## config.mk

```make
export PLATFORM = sky130hd
export DESIGN_NAME = sobel_control
export DESIGN_NICKNAME = d
export VERILOG_FILES = /design/src/hw/rtl/sobel_pkg.sv /design/src/hw/rtl/sobel_control.sv
export SDC_FILE = /design/constraint.sdc
export NUM_CORES = 1
export LEC_CHECK = 0
export ABC_CLOCK_PERIOD_IN_PS = 2350
export BUFFER_PORTS_ARGS = -buffer_cell sky130_fd_sc_hd__buf_2
export CORE_UTILIZATION = 40
export CTS_BUF_LIST = sky130_fd_sc_hd__clkbuf_4
export DETAILED_ROUTE_END_ITERATION = 10
export GPL_TIMING_DRIVEN = 0
export PLACE_DENSITY = 0.63
export SYNTH_ARGS = -nofsm -noshare
export SYNTH_HDL_FRONTEND = slang
export SYNTH_SLANG_ARGS = --single-unit
```

## constraint.sdc

```tcl
create_clock -name clk -period 2.35 [get_ports clk]
set_input_delay 0.47 -clock clk [delete_from_list [all_inputs] [get_ports clk]]
set_output_delay 0.47 -clock clk [all_outputs]
set_load 0.02 [all_outputs]
```

## src/hw/rtl/sobel_pkg.sv

```systemverilog
package sobel_pkg;

    typedef struct packed {
        logic       command;
        logic [7:0] pixel_red;
        logic [7:0] pixel_green;
        logic [7:0] pixel_blue;
    } in_item_t;

    typedef struct packed {
        logic [7:0] edge_red;
        logic [7:0] edge_green;
        logic [7:0] edge_blue;
        logic       row_end;
        logic       frame_end;
    } out_item_t;

    localparam logic [0:0] ADDR_LINE_WIDTH   = 1'b0;
    localparam logic [0:0] ADDR_FRAME_HEIGHT = 1'b1;
    localparam int unsigned ROOT_STEPS = 8;
    localparam logic [16:0] CLAMP_LIMIT = 17'd65280;
    localparam logic [12:0] HEIGHT_CAP = 13'd4096;

    // Commands from the controller to the datapath.
    typedef struct packed {
        logic take;      // accept the input transaction and do the line/window update
        logic root_step; // one bit of the rounded square roots
        logic restart;   // clear window and counters
    } sobel_cmd_t;

    typedef struct packed {
        logic have;      // the accepted transaction produced a result
        logic last;      // the result ends the frame
        logic idle;      // no frame is in progress
    } sobel_sts_t;

endpackage

```

## src/hw/rtl/sobel_control.sv

```systemverilog
module sobel_control (
    input  logic                  clk,
    input  logic                  rst_n,
    input  logic                  in_valid,
    input  logic                  in_command,
    input  logic                  frame_idle,
    output logic                  in_ready,
    output logic                  out_valid,
    input  logic                  out_ready,
    input  logic                  cfg_write,
    input  sobel_pkg::sobel_sts_t sts,
    output sobel_pkg::sobel_cmd_t cmd
);
    import sobel_pkg::*;

    typedef enum logic [3:0] {
        S_READ = 4'b0001,
        S_IDLE = 4'b0010,
        S_ROOT = 4'b0100,
        S_OUT  = 4'b1000
    } state_t;

    state_t state_reg, state_next;
    logic [3:0] step_reg, step_next;
    logic last_reg, last_next;
    logic drop;

    // A flush while no frame is in progress is swallowed without effect.
    assign drop = in_command && frame_idle;

    always_comb
    begin
        state_next = state_reg;
        step_next = step_reg;
        last_next = last_reg;
        cmd = '0;
        in_ready = 1'b0;
        out_valid = 1'b0;
        unique case (state_reg)
            S_READ:
            begin
                state_next = S_IDLE;
            end
            S_IDLE:
            begin
                in_ready = 1'b1;
                if (in_valid && !drop)
                begin
                    cmd.take = 1'b1;
                    last_next = sts.last;
                    step_next = '0;
                    state_next = sts.have ? S_ROOT : S_READ;
                end
            end
            S_ROOT:
            begin
                cmd.root_step = 1'b1;
                step_next = step_reg + 4'd1;
                if (step_reg == 4'(ROOT_STEPS - 1))
                    state_next = S_OUT;
            end
            S_OUT:
            begin
                out_valid = 1'b1;
                if (out_ready)
                begin
                    cmd.restart = last_reg;
                    state_next = S_READ;
                end
            end
            default:
                state_next = S_READ;
        endcase
        if (cfg_write)
        begin
            cmd.restart = 1'b1;
            state_next = S_READ;
        end
    end

    always_ff @(posedge clk or negedge rst_n)
    begin
        if (!rst_n)
        begin
            state_reg <= S_READ;
            step_reg <= '0;
            last_reg <= 1'b0;
        end
        else
        begin
            state_reg <= state_next;
            step_reg <= step_next;
            last_reg <= last_next;
        end
    end

endmodule
```

==> metrics list <==
* Result of the run: complete, no violations
- For this run, the post-layout net count is between 80 and 90.
- Width of the die: roughly 38 microns
- Reg2reg start: state_reg[2]
- Vias: 459
- The critical path goes through or4b_4, nor2_4, buf_2.
- Cell leakage power: 0.296 nW
- The root buffer cell chosen for the clock tree is sky130_fd_sc_hd__clkbuf_4.
* Effective utilization at floorplan: a little under half
- The count of final hold-check violations came to 0.
* Post-cts resize count: 0
- The post-route netlist has between 30% and 40% of its cells at a drive strength greater than 1.
- Met2 track demand over resource in global routing: 22.5%
* Setup crit start kind: flip-flop
- Post-synthesis async set-or-reset flop share: 100%
- Peak supply drop: 0.459 mV
* Met1 capacity usage during global routing: a little under 30%
- Fmax: 0.476 GHz
* Setup skew after layout: 4.91 ps
* CP Data Required Time: 1880 ps
- Largest cells by area after synthesis: sky130_fd_sc_hd__dfrtp_1 (38%), sky130_fd_sc_hd__or4b_4 (5.2%), sky130_fd_sc_hd__dfstp_2 (5.0%)
- Largest fanout of any net on the critical path: 7
- In this run, the number of DRC markers left after iteration 0 of detailed routing was 2.
- Number of enable-type register cells in the synthesized netlist: 0
- DR DRC count: 0
* Area share of the largest cell type after synthesis: a little under two fifths
* Number of standard cells after synthesis: 52
* Syn_nets: 63
- TritonCTS built the clock tree.
* Relative contribution of the clock network to total power: approximately 26%
- The total count of max-transition violations in the final report came to 0.
- Clock sink count: 9
- The analysis attributes to net switching a power of 152 uW.
- For the pin with the worst max-slew slack, the measured transition is a little under 400 ps.
- The critical path is of the flip-flop to output pin type.
- Setup violations remaining at the end of the flow were counted as 0.
- In this run the number of H-tree levels came out at 1.
- Clock-pin slew reported for the worst setup and hold paths after clock tree synthesis: 60 ps
* Count of cells along the worst register-to-register path: 3
- Number of unique standard cell types used by synthesis: 33
- Subtracting the final worst setup slack from the clock period gives ~2100 ps.
- Area of all placed cells without fillers: ~640 sq um
- Largest net degree at the start of global routing: 10
- The synthesized design contains 9 register bits.
- Met3 Track Usage GR: 3.49%
* Setup_tns: 0 ps
- Num ports: 15
- Wire length of the first global-routing pass: 1.77 mm
- Detailed Place HPWL: around 870 microns
- Power density over cell area: between 700 and 800 nW/um^2
- sky130_fd_sc_hd__dfrtp_1 is the most common cell in the netlist.
- After floorplanning, the core was divided into 12 placement rows.
- Seq/Total Area, Yosys: between 40% and 50%
* Data arrival time of the critical path: about 1600 ps
- In the routed layout, each cell is associated on average with a via count of between 5 and 6.
- During synthesis, Yosys emitted a total of 0 warnings.
* Post-CTS Setup Inserts: 0
* Number of global-route vias before repair: between 300 and 400
- Max-cap violations in this run came to 0.
- Combinational cells account for 23.3% of the total power.
* Synth-to-layout area growth: 21.2%
- Most common library cells after synthesis: sky130_fd_sc_hd__dfrtp_1 (8), sky130_fd_sc_hd__nand2_1 (3), sky130_fd_sc_hd__nor2_1 (3), sky130_fd_sc_hd__o21ai_0 (3)
- Die area: between 1000 and 1500 sq um
* Number of port buffers: 13
* Number of inserted diodes: 0
* Top Usage Layer GRT: met1
- Clock Latency Late Sink: between 200 and 300 ps
- The cell area that synthesis handed to floorplanning was approximately 530 sq um.
- Routed WL per cell: between 10 and 15 microns
- Post-detailed-route count of antenna-violating nets: 0
* Post-cts hold buffer count: 0
- Switching share of power: a little under a third
- After floorplanning, the core was sized to cover approximately 1200 sq um.
* Period Utilization, post-route: slightly below 90%
- DR pass1 iterations: 2
- Max clock buf depth: 2
- Total gr overflow: 0
- The most used flip-flop cell after synthesis is sky130_fd_sc_hd__dfrtp_1.
- In the global route stage, overall resource usage came out at a little under a fifth.
- Master of the slowest instance on the critical path: sky130_fd_sc_hd__or4b_4
- The share of total power dissipated in sequential elements is 51.0%.
- Capturing element type of the critical path: output pin
- In this design, the stage delay of the slowest critical-path cell is a little under 600 ps.
* Average size of a mapped cell: between 10 and 15 sq um
* Crit. Startpoint: state_reg[2]
* Number of buffers created by CTS: 3
- The worst pin sits at a relative slew slack of 73.3%.
- Die Ht: roughly 38 microns
- Cell internal power was estimated by the tool at between 300 and 400 uW.
- Setup repair after global routing missed its margin: false
* Gpl congestion: between 0.7 and 0.8
- Once placement finished, the instance area stood at 613 sq um.
* Worst min-delay path class: primary input to async pin
- Cell type contributing the most total cell area after synthesis: sky130_fd_sc_hd__dfrtp_1
- Initial antenna violation count: 0
- Wire length reported by the detailed router: about 1.1 mm
[critical path: cells and delay by family, from the launching register on]
family                 cells  cell delay (ps)
flip-flops                 1              440
AND/OR/NAND/NOR            2              740
buffers and inverters      1              180
[area by class of cell]
| cell class | instances | area, sq um |
|---|---|---|
| tap | 14 | 17.5 |
| fill | 114 | 528 |
| clock buffer | 4 | 30.0 |
| timing repair buffer | 13 | 65.1 |
| inverter | 4 | 16.3 |
| sequential | 9 | 226 |
| multi-input combinational | 39 | 288 |
[logic make-up (layout without fill, tap and decap cells)]
logic type | count (synthesis) | count (layout) | synth area share (%)
multiplexers | 2 | 2 | 4.01
adder cells (fa/ha/maj) | 1 | 1 | 2.36
buffers and inverters | 4 | 21 | 3.06
AO/OA/AOI/OAI | 14 | 14 | 19.6
AND/OR/NAND/NOR | 21 | 21 | 26.6
flip-flops | 9 | 9 | 42.7
XOR/XNOR | 1 | 1 | 1.65
[cell usage in the layout (no fill, tap or decap)]
| cell | netlist | routed |
|---|---|---|
| sky130_fd_sc_hd__a31oi_1 | 1 | 1 |
| sky130_fd_sc_hd__nand2b_1 | 2 | 2 |
| sky130_fd_sc_hd__clkbuf_4 | 0 | 4 |
| sky130_fd_sc_hd__a32oi_1 | 1 | 1 |
| sky130_fd_sc_hd__ha_1 | 1 | 1 |
| sky130_fd_sc_hd__a2111oi_0 | 1 | 1 |
| sky130_fd_sc_hd__or2b_1 | 1 | 1 |
| sky130_fd_sc_hd__a21bo_2 | 1 | 1 |
| sky130_fd_sc_hd__nor3_1 | 2 | 2 |
| sky130_fd_sc_hd__or4bb_1 | 1 | 1 |
| sky130_fd_sc_hd__nand2_1 | 3 | 3 |
| sky130_fd_sc_hd__o22a_1 | 1 | 1 |
| sky130_fd_sc_hd__o31ai_1 | 1 | 1 |
| sky130_fd_sc_hd__dfrtp_1 | 8 | 8 |
| sky130_fd_sc_hd__xnor2_1 | 1 | 1 |
| sky130_fd_sc_hd__a21boi_0 | 1 | 1 |
| sky130_fd_sc_hd__mux2i_1 | 1 | 1 |
| sky130_fd_sc_hd__mux2_1 | 1 | 1 |
| sky130_fd_sc_hd__a41oi_1 | 1 | 1 |
| sky130_fd_sc_hd__inv_1 | 2 | 2 |
| sky130_fd_sc_hd__nand3_1 | 1 | 1 |
| sky130_fd_sc_hd__nor2_4 | 1 | 1 |
| sky130_fd_sc_hd__or4b_4 | 2 | 2 |
| sky130_fd_sc_hd__nor2b_1 | 2 | 2 |
| sky130_fd_sc_hd__a31o_2 | 1 | 1 |
| sky130_fd_sc_hd__nor2_1 | 3 | 3 |
| sky130_fd_sc_hd__o21ai_1 | 1 | 1 |
| sky130_fd_sc_hd__nand3b_1 | 2 | 2 |
| sky130_fd_sc_hd__dfstp_2 | 1 | 1 |
| sky130_fd_sc_hd__inv_2 | 1 | 1 |
| sky130_fd_sc_hd__o32ai_1 | 1 | 1 |
| sky130_fd_sc_hd__buf_2 | 0 | 13 |
| sky130_fd_sc_hd__or2_2 | 1 | 1 |
| sky130_fd_sc_hd__o21ai_0 | 3 | 3 |
| sky130_fd_sc_hd__clkinv_2 | 1 | 1 |
[power by group through the flow]
stage                     Sequential [mW]  Combinational (mW)  Clock, mW
after floorplan                     0.243              0.0870          0
after global placement              0.253               0.112          0
after detailed placement            0.253               0.117          0
after CTS                           0.250               0.117      0.134
after global routing                0.260               0.132      0.139
final                               0.252               0.115      0.127
[routing by layer]
metal  routed length, microns  share of wire, %
met5                        0                 0
met4                       27               2.5
met2                      424                39
met1                      589                54
met3                       54               4.9
[metrics by stage]
stage               setup WS (ps)  utilization, %  std cells  hold slack (ps)  total power [mW]
finish                        250            54.9         83             44.6             0.495
CTS                           246            54.9         83             38.6             0.501
floorplan                     543               -         52              174             0.330
global route                  186            54.9         83             49.6             0.531
global placement              544            52.4         79              325             0.365
detailed placement            542            52.4         79              326             0.370
[worst paths after layout]
kind	to	slack (ps)
setup / recovery	cmd[2]	250
hold / removal	state_reg[3]	40
setup reg to reg	last_reg	710
hold reg to reg	step_reg[3]	490
max in group asynchronous	state_reg[0]	2060
min in group clk	last_reg	440
No activity file was read; power rests on OpenSTA's default activity.
